`src/sv/tql_pkg.sv`:
```
// shared types and constants for the line-world q-learning agent
// no dependencies; imported by tql_ctrl, tql_datapath and the top level
package tql_pkg;

    localparam int LINE_POSITIONS = 7;
    localparam int POS_W = 3;
    localparam int CFG_IDX_W = 3;

    localparam logic [POS_W-1:0] GOAL_POS = POS_W'(LINE_POSITIONS - 1);

    localparam logic signed [25:0] REWARD_GOAL = 26'sd16777216;
    localparam logic signed [25:0] REWARD_STEP = -26'sd167772;

    localparam logic [15:0] LEARN_RATE_RST = 16'd13107;
    localparam logic [15:0] DISCOUNT_RST = 16'd64225;
    localparam logic [15:0] EXPLORE_RATE_RST = 16'd13107;
    localparam logic [63:0] SEED_RST = 64'd1234;
    localparam logic [7:0] STEP_LIMIT_RST = 8'd30;

    typedef enum logic [1:0] {
        OP_STEP = 2'd0,
        OP_READ = 2'd1,
        OP_WRITE = 2'd2
    } op_t;

    typedef enum logic [CFG_IDX_W-1:0] {
        CFG_LEARN_RATE = 3'd0,
        CFG_DISCOUNT = 3'd1,
        CFG_EXPLORE_RATE = 3'd2,
        CFG_SEED_VALUE = 3'd3,
        CFG_EVAL_ONLY = 3'd4,
        CFG_STEP_LIMIT = 3'd5
    } cfg_idx_t;

    typedef enum logic [2:0] {
        ST_IDLE,
        ST_ROW,
        ST_NEXT,
        ST_MUL,
        ST_WB
    } state_t;

    // controller to datapath
    typedef struct packed {
        logic load;
        logic choose;
        logic best;
        logic update;
        logic commit;
    } cmd_t;

    // datapath to controller
    typedef struct packed {
        logic is_step;
    } stat_t;

endpackage

```
`src/sv/tabular_q_learning_line_agent_top.sv`:
```
// one word at a time: the sequencer walks a step through row read, next-row read, two
// registered multiplies and write-back, and a read/write through row read and write-back
// only, before the next start is taken
// the next word may be accepted in the same cycle its predecessor's result is shown
// results are a one-cycle strobe; the receiver cannot stall
// reset: table reads zero via per-entry valid bits, generator loads 1234, no clearing pass
module tabular_q_learning_line_agent_top (
    input  logic                           clk,
    input  logic                           rst_n,
    input  logic                           start,
    output logic                           busy,
    input  logic                           cfg_we,
    input  logic [tql_pkg::CFG_IDX_W-1:0]  cfg_index,
    input  logic [63:0]                    cfg_data,
    input  logic [1:0]                     op,
    input  logic [2:0]                     entry_pos,
    input  logic                           entry_action,
    input  logic signed [31:0]             entry_value,
    output logic                           result_valid,
    output logic                           chosen_action,
    output logic                           explored,
    output logic signed [25:0]             reward,
    output logic [2:0]                     new_pos,
    output logic                           episode_done,
    output logic signed [31:0]             episode_return,
    output logic signed [31:0]             q_value
);
    import tql_pkg::*;

    cmd_t  cmd;
    stat_t stat;

    tql_ctrl u_ctrl (
        .clk   (clk),
        .rst_n (rst_n),
        .start (start),
        .stat  (stat),
        .cmd   (cmd),
        .busy  (busy)
    );

    tql_datapath u_dp (
        .clk            (clk),
        .rst_n          (rst_n),
        .cmd            (cmd),
        .stat           (stat),
        .cfg_we         (cfg_we),
        .cfg_index      (cfg_index),
        .cfg_data       (cfg_data),
        .op             (op),
        .entry_pos      (entry_pos),
        .entry_action   (entry_action),
        .entry_value    (entry_value),
        .result_valid   (result_valid),
        .chosen_action  (chosen_action),
        .explored       (explored),
        .reward         (reward),
        .new_pos        (new_pos),
        .episode_done   (episode_done),
        .episode_return (episode_return),
        .q_value        (q_value)
    );

endmodule

```
`src/sv/tql_ctrl.sv`:
```
// sequencer for the agent: accepts a word and steps the datapath through its phases
// depends on tql_pkg
module tql_ctrl (
    input  logic           clk,
    input  logic           rst_n,
    input  logic           start,
    input  tql_pkg::stat_t stat,
    output tql_pkg::cmd_t  cmd,
    output logic           busy
);
    import tql_pkg::*;

    state_t state_reg;
    state_t state_next;

    always_ff @(posedge clk or negedge rst_n)
    begin
        if (!rst_n)
        begin
            state_reg <= ST_IDLE;
        end
        else
        begin
            state_reg <= state_next;
        end
    end

    always_comb
    begin
        state_next = state_reg;
        cmd = '0;
        busy = 1'b1;
        unique case (state_reg)
            ST_IDLE:
            begin
                busy = 1'b0;
                if (start)
                begin
                    cmd.load = 1'b1;
                    state_next = ST_ROW;
                end
            end
            ST_ROW:
            begin
                // table access words skip the update arithmetic
                if (stat.is_step)
                begin
                    cmd.choose = 1'b1;
                    state_next = ST_NEXT;
                end
                else
                begin
                    state_next = ST_WB;
                end
            end
            ST_NEXT:
            begin
                cmd.best = 1'b1;
                state_next = ST_MUL;
            end
            ST_MUL:
            begin
                cmd.update = 1'b1;
                state_next = ST_WB;
            end
            ST_WB:
            begin
                cmd.commit = 1'b1;
                state_next = ST_IDLE;
            end
            default:
            begin
                state_next = ST_IDLE;
            end
        endcase
    end

endmodule

```
`src/sv/tql_datapath.sv`:
```
// q table, generator, agent state, config registers and update arithmetic
// depends on tql_pkg; sequenced by tql_ctrl through cmd_t
module tql_datapath (
    input  logic                           clk,
    input  logic                           rst_n,
    input  tql_pkg::cmd_t                  cmd,
    output tql_pkg::stat_t                 stat,
    input  logic                           cfg_we,
    input  logic [tql_pkg::CFG_IDX_W-1:0]  cfg_index,
    input  logic [63:0]                    cfg_data,
    input  logic [1:0]                     op,
    input  logic [2:0]                     entry_pos,
    input  logic                           entry_action,
    input  logic signed [31:0]             entry_value,
    output logic                           result_valid,
    output logic                           chosen_action,
    output logic                           explored,
    output logic signed [25:0]             reward,
    output logic [2:0]                     new_pos,
    output logic                           episode_done,
    output logic signed [31:0]             episode_return,
    output logic signed [31:0]             q_value
);
    import tql_pkg::*;

    function automatic logic [63:0] xs64(input logic [63:0] v);
        logic [63:0] x;
        x = v;
        x = x ^ (x << 13);
        x = x ^ (x >> 7);
        x = x ^ (x << 17);
        return x;
    endfunction

    function automatic logic signed [31:0] sat32(input logic signed [36:0] v);
        logic signed [31:0] r;
        if (v[36:31] == {6{v[36]}})
        begin
            r = v[31:0];
        end
        else if (v[36])
        begin
            r = 32'sh8000_0000;
        end
        else
        begin
            r = 32'sh7fff_ffff;
        end
        return r;
    endfunction

    // config
    logic [15:0] learn_rate_reg;
    logic [15:0] discount_reg;
    logic [15:0] explore_rate_reg;
    logic        eval_only_reg;
    logic [7:0]  step_limit_reg;

    // agent state
    logic [63:0]        rng_reg;
    logic [63:0]        rng_adv;
    logic [POS_W-1:0]   pos_reg;
    logic [7:0]         cnt_reg;
    logic signed [31:0] ret_reg;

    // table memory, one array per action, valid bits stand for the zero reset
    logic signed [31:0] mem_l [LINE_POSITIONS];
    logic signed [31:0] mem_r [LINE_POSITIONS];
    logic [LINE_POSITIONS-1:0] vld_l_reg;
    logic [LINE_POSITIONS-1:0] vld_r_reg;
    logic signed [31:0] rd_l_reg;
    logic signed [31:0] rd_r_reg;
    logic               rd_en;
    logic               rd_ok;
    logic [POS_W-1:0]   rd_addr;
    logic               wr_en;
    logic [POS_W-1:0]   wr_pos;
    logic               wr_act;
    logic signed [31:0] wr_data;

    // latched word
    logic [1:0]         op_reg;
    logic [POS_W-1:0]   epos_reg;
    logic               eact_reg;
    logic signed [31:0] evalue_reg;
    logic               erange_reg;

    // step working registers
    logic [POS_W-1:0]   idx_pos_reg;
    logic               act_reg;
    logic               expl_reg;
    logic signed [31:0] cur_reg;
    logic               done_reg;
    logic signed [25:0] rew_reg;
    logic signed [48:0] prod1_reg;
    logic signed [51:0] prod2_reg;

    // result registers
    logic               valid_reg;
    logic               out_act_reg;
    logic               out_expl_reg;
    logic signed [25:0] out_rew_reg;
    logic [2:0]         out_pos_reg;
    logic               out_done_reg;
    logic signed [31:0] out_ret_reg;
    logic signed [31:0] out_q_reg;

    // choose phase
    logic [63:0]        x1;
    logic [63:0]        x2;
    logic               explore;
    logic               action;
    logic [POS_W-1:0]   npos;
    logic [7:0]         cnt_inc;
    logic               reached;

    // update phase
    logic signed [31:0] best;
    logic signed [48:0] prod1_next;
    logic signed [32:0] disc_term;
    logic signed [33:0] target;
    logic signed [34:0] diff;
    logic signed [51:0] prod2_next;
    logic signed [36:0] q_sum;
    logic signed [31:0] q_new;
    logic signed [36:0] ret_sum;
    logic signed [31:0] ret_new;

    assign stat.is_step = (op_reg == OP_STEP);

    always_comb
    begin
        x1 = xs64(rng_reg);
        x2 = xs64(x1);
        explore = !eval_only_reg && (x1[63:11] < {explore_rate_reg, 37'd0});
        action = explore ? x2[63] : (rd_r_reg > rd_l_reg);
        npos = pos_reg;
        if (!action && pos_reg != '0)
        begin
            npos = pos_reg - POS_W'(1);
        end
        else if (action && pos_reg != GOAL_POS)
        begin
            npos = pos_reg + POS_W'(1);
        end
        cnt_inc = (cnt_reg == 8'hff) ? cnt_reg : cnt_reg + 8'd1;
        reached = (npos == GOAL_POS);
        rng_adv = explore ? x2 : x1;

        best = (rd_r_reg > rd_l_reg) ? rd_r_reg : rd_l_reg;
        prod1_next = $signed({1'b0, discount_reg}) * best;

        // floor by 2^16 is the arithmetic upper slice
        disc_term = done_reg ? 33'sd0 : prod1_reg[48:16];
        target = {{8{rew_reg[25]}}, rew_reg} + {disc_term[32], disc_term};
        diff = {target[33], target} - {{3{cur_reg[31]}}, cur_reg};
        prod2_next = $signed({1'b0, learn_rate_reg}) * diff;

        q_sum = {prod2_reg[51], prod2_reg[51:16]} + {{5{cur_reg[31]}}, cur_reg};
        q_new = sat32(q_sum);
        ret_sum = {{5{ret_reg[31]}}, ret_reg} + {{11{rew_reg[25]}}, rew_reg};
        ret_new = sat32(ret_sum);
    end

    // table port control
    always_comb
    begin
        rd_en = cmd.load || cmd.choose;
        rd_ok = 1'b1;
        rd_addr = npos;
        if (cmd.load)
        begin
            if (op == OP_STEP)
            begin
                rd_addr = pos_reg;
            end
            else
            begin
                rd_addr = entry_pos;
                rd_ok = (entry_pos < POS_W'(LINE_POSITIONS));
            end
        end

        wr_en = 1'b0;
        wr_pos = idx_pos_reg;
        wr_act = act_reg;
        wr_data = q_new;
        if (cmd.commit)
        begin
            if (op_reg == OP_STEP)
            begin
                wr_en = !eval_only_reg;
            end
            else if (op_reg == OP_WRITE)
            begin
                wr_en = erange_reg;
                wr_pos = epos_reg;
                wr_act = eact_reg;
                wr_data = evalue_reg;
            end
        end
    end

    always_ff @(posedge clk)
    begin
        if (wr_en && !wr_act)
        begin
            mem_l[wr_pos] <= wr_data;
        end
        if (wr_en && wr_act)
        begin
            mem_r[wr_pos] <= wr_data;
        end
        if (rd_en)
        begin
            rd_l_reg <= (rd_ok && vld_l_reg[rd_addr]) ? mem_l[rd_addr] : '0;
            rd_r_reg <= (rd_ok && vld_r_reg[rd_addr]) ? mem_r[rd_addr] : '0;
        end
    end

    always_ff @(posedge clk or negedge rst_n)
    begin
        if (!rst_n)
        begin
            vld_l_reg <= '0;
            vld_r_reg <= '0;
        end
        else if (wr_en)
        begin
            if (wr_act)
            begin
                vld_r_reg[wr_pos] <= 1'b1;
            end
            else
            begin
                vld_l_reg[wr_pos] <= 1'b1;
            end
        end
    end

    // config, generator and agent state
    always_ff @(posedge clk or negedge rst_n)
    begin
        if (!rst_n)
        begin
            learn_rate_reg <= LEARN_RATE_RST;
            discount_reg <= DISCOUNT_RST;
            explore_rate_reg <= EXPLORE_RATE_RST;
            eval_only_reg <= 1'b0;
            step_limit_reg <= STEP_LIMIT_RST;
            rng_reg <= SEED_RST;
            pos_reg <= '0;
            cnt_reg <= '0;
            ret_reg <= '0;
            valid_reg <= 1'b0;
        end
        else
        begin
            valid_reg <= cmd.commit;
            if (cfg_we)
            begin
                unique case (cfg_index)
                    CFG_LEARN_RATE:   learn_rate_reg <= cfg_data[15:0];
                    CFG_DISCOUNT:     discount_reg <= cfg_data[15:0];
                    CFG_EXPLORE_RATE: explore_rate_reg <= cfg_data[15:0];
                    CFG_SEED_VALUE:   rng_reg <= cfg_data;
                    CFG_EVAL_ONLY:    eval_only_reg <= cfg_data[0];
                    CFG_STEP_LIMIT:   step_limit_reg <= cfg_data[7:0];
                    default:
                    begin
                    end
                endcase
            end
            if (cmd.choose)
            begin
                if (!eval_only_reg)
                begin
                    rng_reg <= rng_adv;
                end
                pos_reg <= npos;
                cnt_reg <= cnt_inc;
            end
            if (cmd.commit && op_reg == OP_STEP)
            begin
                if (done_reg)
                begin
                    pos_reg <= '0;
                    cnt_reg <= '0;
                    ret_reg <= '0;
                end
                else
                begin
                    ret_reg <= ret_new;
                end
            end
        end
    end

    // working and result words
    always_ff @(posedge clk)
    begin
        if (cmd.load)
        begin
            op_reg <= op;
            epos_reg <= entry_pos;
            eact_reg <= entry_action;
            evalue_reg <= entry_value;
            erange_reg <= (entry_pos < POS_W'(LINE_POSITIONS));
            idx_pos_reg <= pos_reg;
        end
        if (cmd.choose)
        begin
            act_reg <= action;
            expl_reg <= explore;
            cur_reg <= action ? rd_r_reg : rd_l_reg;
            done_reg <= reached || (cnt_inc >= step_limit_reg);
            rew_reg <= reached ? REWARD_GOAL : REWARD_STEP;
        end
        if (cmd.best)
        begin
            prod1_reg <= prod1_next;
        end
        if (cmd.update)
        begin
            prod2_reg <= prod2_next;
        end
        if (cmd.commit)
        begin
            out_pos_reg <= pos_reg;
            if (op_reg == OP_STEP)
            begin
                out_act_reg <= act_reg;
                out_expl_reg <= expl_reg;
                out_rew_reg <= rew_reg;
                out_done_reg <= done_reg;
                out_ret_reg <= ret_new;
                out_q_reg <= eval_only_reg ? cur_reg : q_new;
            end
            else
            begin
                out_act_reg <= 1'b0;
                out_expl_reg <= 1'b0;
                out_rew_reg <= '0;
                out_done_reg <= 1'b0;
                out_ret_reg <= ret_reg;
                case (op_reg)
                    OP_READ:  out_q_reg <= erange_reg ? (eact_reg ? rd_r_reg : rd_l_reg) : '0;
                    OP_WRITE: out_q_reg <= erange_reg ? evalue_reg : '0;
                    default:  out_q_reg <= '0;
                endcase
            end
        end
    end

    assign result_valid = valid_reg;
    assign chosen_action = out_act_reg;
    assign explored = out_expl_reg;
    assign reward = out_rew_reg;
    assign new_pos = out_pos_reg;
    assign episode_done = out_done_reg;
    assign episode_return = out_ret_reg;
    assign q_value = out_q_reg;

endmodule
```
`config.mk`:
```
export PLATFORM = sky130hd
export DESIGN_NAME = tabular_q_learning_line_agent_top
export DESIGN_NICKNAME = d
export VERILOG_FILES = /design/src/sv/tql_pkg.sv /design/src/sv/tabular_q_learning_line_agent_top.sv /design/src/sv/tql_ctrl.sv /design/src/sv/tql_datapath.sv
export SDC_FILE = /design/constraint.sdc
export NUM_CORES = 2
export LEC_CHECK = 0
export ABC_AREA = 1
export CAP_MARGIN = 25
export CORE_ASPECT_RATIO = 0.8
export CORE_MARGIN = 3
export CORE_UTILIZATION = 50
export DETAILED_ROUTE_END_ITERATION = 8
export DONT_BUFFER_PORTS = 1
export SYNTH_ARGS = -nofsm -noshare
export SYNTH_HDL_FRONTEND = slang
export SYNTH_SLANG_ARGS = --single-unit
```
`constraint.sdc`:
```
create_clock -name clk -period 14.35 [get_ports clk]
set_clock_uncertainty 0.1 [all_clocks]
set_input_delay 2.1525 -clock clk [delete_from_list [all_inputs] [get_ports clk]]
set_output_delay 2.1525 -clock clk [all_outputs]
set_load 0.1 [all_outputs]
```
* Word level (Yosys, flattened, before mapping) *
Memory sizes are Yosys's and may differ from the RTL's. A register that Yosys moved wholly into a read port is not among the register bits.
Cells that the tools add are included.

operators by class
  $add $sub $neg = 7
  $mul = 2
  divide/modulo/power cells = 0
  order comparisons = 7
  eq/ne operators = 17
  shifts and indexed selects = 0
  muxes and demuxes = 68
  bitwise operators = 9
  reductions and logical operators = 28

operators with widths
  operator                                       count
  2-to-1 mux 32 bit                              16
  2-to-1 mux 64 bit                              5
  bitwise XOR 64 bit                             4
  bitwise XOR 64 x 57 -> 64 bit                  2
  one-hot mux 32 bit (2 select lines)            1
  less-than comparator 53 bit                    1
  multiplier 17 x 35 -> 52 bit                   1
  multiplier 17 x 32 -> 49 bit                   1
  adder 36 x 32 -> 37 bit                        1
  2-to-1 mux 3 bit                               12
  subtractor 34 x 32 -> 35 bit                   1
  adder 26 x 33 -> 34 bit                        1
  adder 32 x 26 -> 33 bit                        1
  2-to-1 mux 33 bit                              1
  > comparator 32 bit                            1
  2-to-1 mux 8 bit                               4
  2-to-1 mux 26 bit                              1
  2-to-1 mux 1 bit                               24
  OR 7 bit                                       2
  AND reduction 2 bit                            7
  == test 3 x 2 -> 1 bit, second input constant  4
  == test 3 bit, second input constant           4
  one-hot mux 3 bit (4 select lines)             1
  == test 5 bit                                  2
  other kinds (22)                               40

word-level totals
  register bits = 482
  latch bits = 0
  RAM bits = 448
  ROM bits = 0
  bits of input ports = 109
  memories kept = 2

memories
  memory      words  width  rd ports  clocked after memory_dff  write ports  line                RTL
  u_dp.mem_l  7      32     1         1                         1            tql_datapath.sv:67  logic signed [31:0] mem_l [LINE_POSITIONS];
  u_dp.mem_r  7      32     1         1                         1            tql_datapath.sv:68  logic signed [31:0] mem_r [LINE_POSITIONS];

* Longest topological paths before layout *
  word-level depth = 15
  gate-level depth with buffers = 51
  gate-level depth less buffers = 49

* Hierarchy *
A second synthesis with hierarchy kept.

second synthesis, totals
  cell total of the unflattened synthesis = 10020
  area total of the unflattened synthesis = 87268.7 um2

by module, submodules not included
  module        instances  cells an instance  area an instance (um2)  seq. area each (um2)
  tql_datapath  1          9997               87104.8                 26474.1
  tql_ctrl      1          23                 163.9                   75.1

* Worst setup path after synthesis *
OpenSTA, ideal clock, no wires.

  path kind = reg-to-reg
  start = register u_dp.rew_reg[23]
  end = register u_dp.prod2_reg[51] (data pin)
  library setup time = 0.266 ns
  arrival = 9.285 ns
  data required time = 13.984 ns
  setup slack = 4.699 ns
  stages on the path, launching flop included = 35
  path buffers = 2
  clock period less this slack = 9.651 ns
  path through = edfxtp_1 inv_1 fa_1 inv_1 ha_1 nand2_1 nor2_1 nand2_1 nor4_1 nand3_1 o2111ai_1 or2_2 clkbuf_1 nand2_1 nor2_1 inv_1 fa_1 inv_1 fa_1 clkbuf_1 inv_1 fa_1 inv_1 fa_1 inv_1 fa_1 fa_1 inv_1 ha_1 inv_1 nor3_1 nor3b_1 nand3_1 o2111ai_1 xor2_1

between the ends
  cells in the longest elaborated chain, start to end = 3

RTL lines
  item                           line                 RTL
  start: declaration             tql_datapath.sv:94   logic signed [25:0] rew_reg;
  start signal: assignment       tql_datapath.sv:317  rew_reg <= reached ? REWARD_GOAL : REWARD_STEP;
  adder 26 x 33 -> 34 bit        tql_datapath.sv:155  target = {{8{rew_reg[25]}}, rew_reg} + {disc_term[32], disc_term};
  subtractor 34 x 32 -> 35 bit   tql_datapath.sv:156  diff = {target[33], target} - {{3{cur_reg[31]}}, cur_reg};
  multiplier 17 x 35 -> 52 bit   tql_datapath.sv:157  prod2_next = $signed({1'b0, learn_rate_reg}) * diff;
  named net u_dp.prod2_next[51]  tql_datapath.sv:123  logic signed [51:0] prod2_next;
  end signal: assignment         tql_datapath.sv:325  prod2_reg <= prod2_next;
  end: declaration               tql_datapath.sv:96   logic signed [51:0] prod2_reg;

The timed path passes the listed nets, and every way through them passes these cells.
A chain may end at the register's enable or synchronous reset.

* Worst setup path in the final report *
  start = register u_dp.done_reg
  end = register u_dp.prod2_reg[51] (data pin)

between the ends
  cells in the longest elaborated chain, start to end = 4

RTL lines
  item                           line                 RTL
  start: declaration             tql_datapath.sv:93   logic done_reg;
  start signal: assignment       tql_datapath.sv:316  done_reg <= reached || (cnt_inc >= step_limit_reg);
  2-to-1 mux 33 bit              tql_datapath.sv:154  disc_term = done_reg ? 33'sd0 : prod1_reg[48:16];
  adder 26 x 33 -> 34 bit        tql_datapath.sv:155
  subtractor 34 x 32 -> 35 bit   tql_datapath.sv:156
  multiplier 17 x 35 -> 52 bit   tql_datapath.sv:157
  named net u_dp.prod2_next[51]  tql_datapath.sv:123

The timed path passes the listed nets, and every way through them passes these cells.

==> results.toml <==
[route]
routed_wl_um = 299000
ant_nets = 0
avgViaCountPerCell = 5.68
drcViolationCount = 0
met1_length_um = 132000
dr.first_iter.drc_count = 8054
top_layer_used = "met5"
routed-via-count = 68400
firstDrtPassIters = 9
wl_per_cell_um = 24.8
dr_wl_met2_um = 123000
wl_met3_um = 33300

[final_layout]
seqCellArea_sq_um = 26500
drive_above_1_share_pct = 5.13
fin_cells = 12100
fin_area_sq_um = 92200
fillers = 15800
area_delta_synth_final_pct = 6.63
multi_input_area_sq_um = 51600
finalNetCount = 11200

[place]
place.gp.congestion = 0.983
place_hpwl_um = 223000
placed_area_sq_um = 88700
dp_cells = 11900
io_buffers = 0

[critical_path]
regToRegStartpoint = "u_dp.done_reg$_DFFE_PP_"
cpPeakStageDelay_ns = 0.62
worst-setup-path-type = "reg -> reg"
r2r-end = "u_dp.prod2_reg[51]$_DFFE_PN_"
crit_required_ns = 14.70
cpMaxStageDelayCell = "edfxtp_1"
cp_common_cell = "nand2_1"
ff2ff_setup_slack_ns = 3.46
path_max_fanout = 18
end_kind = "flip-flop"
arrival_ns = 11.24
critPathLaunchType = "flip-flop"
reg2reg_depth = 45

[logic_synthesis]
synth.area.top_cells = "edfxtp_1, fa_1, nand2_1"
synth_common_cells = "nand2_1, inv_1, fa_1"
ys_ff_latch = 913
avgSynthCellArea_sq_um = 8.74
synthAdderAreaFrac_pct = 29.7
yosys.area.top_type_share_pct = 25.4
synth.distinct_cells = 61
synth_edf_count = 731
muxShareOfSynthArea_pct = 0
yosys_warnings = 0
yosys.area_share.xor_xnor_pct = 4.64
syn_area_sq_um = 86500
synthSimpleGateAreaFrac_pct = 18.3
synth_top_family_by_area = "adder cells"
synthCells = 9892
synth.most_common_cell = "nand2_1"
yosysTopAreaCell = "edfxtp_1"
seq_area_frac_synth_pct = 30.7
synth-compound-area-share_pct = 6.61
ys.flop_type = "edfxtp_1"
async_reset_ff_share_pct = 19.9

[timing]
hold_viol = 0
fin_crit_ns = 10.89
drv_slew = 0
fmax_mhz = 91.8
period_share_pct = 75.9
fin_tns_setup_ns = 0
rsz0062_at_grt = "no"
hold_ws_ns = 0.367
setup-violations-final = 0
maxSlewHeadroom_pct = 20.9
max_slew.worst_pin.slew_ns = 1.18

[floorplanning]
fp.dieW_um = 471
io_pins = 207
die-area_sq_um = 178000
start_util_pct = 50.7
rows = 135
core-area_sq_um = 171000
die_y_um = 378

[min_path]
worstHoldPathCells = 2
hold_class = "reg -> reg"
min_from = "u_dp.vld_l_reg[5]$_DFFE_PN0P_"
min_to = "u_dp.vld_l_reg[5]$_DFFE_PN0P_"

[global_routing]
grt_pass1_wl_um = 442000
grt_pass1_vias = 67000
grt_antenna_before_repair = 12
grt_max_degree = 183
overflow = 0
grtUsageTotal_pct = 33.6

[cts]
clock_sinks = 913
post_cts_buffers = 0
clk_pin_slew_ns = 0.06
cts_buffers = 98
cts_resized = 0
holdBufCountCts = 0
h-tree-depth = 3
clk_path_buf_depth = 3
insertion_delay_ns = 0.77
cts_tree = "yes"
cts_root_buf = "clkbuf_16"

[run_status]
outcome = "completed"

[run]
cap_violations = 0
cells in the final DEF (no fill, tap or decap), types with 232 or more instances in the layout:
master and count:
nand3_1 404, ha_1 400, a21oi_1 444, o21ai_0 382, xor2_1 232, nand2_1 2248
inv_1 1740, edfxtp_1 731, nor2_1 814, fa_1 1033
cell type report:
cell class	count	area share, %
Multi-Input combinational cell	6769	56.0
Sequential cell	913	28.8
Inverter	1777	7.24
Tap cell	2260	3.07
Clock buffer	124	2.91
Timing Repair Buffer	138	1.25
Clock inverter	60	0.735
Antenna cell	11	0.0299
cells by family after synthesis:
logic type | after synthesis
simple gates | 3821
buf+inv | 2220
fa+ha+maj | 1434
compound gates | 1047
flops | 913
xor+xnor | 456
other cells | 1
layer usage:
metal | global-route usage, % | vias up
met1 | 51.0 | 33900
met5 | 0 | -
met4 | 10.1 | 2
li1 | - | 30400
met3 | 7.74 | 448
met2 | 47.5 | 3614
worst max-delay path, delay by kind of cell, from the launching register on:
family / cells / cell delay (ns)
fa+ha+maj: 10 / 4.26
simple gates: 12 / 1.53
xor+xnor: 1 / 0.17
flops: 1 / 0.62
buf+inv: 11 / 1.43
compound gates: 11 / 2.48
metrics by stage:
stage	utilization (%)	setup slack, ns
2_1_floorplan	-	4.70
3_3_place_gp	52.0	3.65
3_5_place_dp	52.0	3.48
4_1_cts	54.0	3.47
5_1_grt	54.0	2.46
6_report	54.1	3.46
worst max-delay path by stage:
| stage | slack, ns | startpoint | cells past startpoint | end |
|---|---|---|---|---|
| CTS | 3.47 | u_dp.done_reg$_DFFE_PP_ | 47 | u_dp.prod2_reg[51]$_DFFE_PN_ |
| floorplan | 4.70 | u_dp.rew_reg[23]$_DFFE_PP_ | 34 | u_dp.prod2_reg[51]$_DFFE_PN_ |
| global placement | 3.65 | u_dp.done_reg$_DFFE_PP_ | 47 | u_dp.prod2_reg[51]$_DFFE_PN_ |
| global route | 2.46 | u_dp.done_reg$_DFFE_PP_ | 47 | u_dp.prod2_reg[43]$_DFFE_PN_ |
| detailed placement | 3.48 | u_dp.done_reg$_DFFE_PP_ | 47 | u_dp.prod2_reg[51]$_DFFE_PN_ |
| finish | 3.46 | u_dp.done_reg$_DFFE_PP_ | 45 | u_dp.prod2_reg[51]$_DFFE_PN_ |
Power is not shown: default switching activity piles up to over one toggle a cycle in this logic, so the estimate is an artifact.
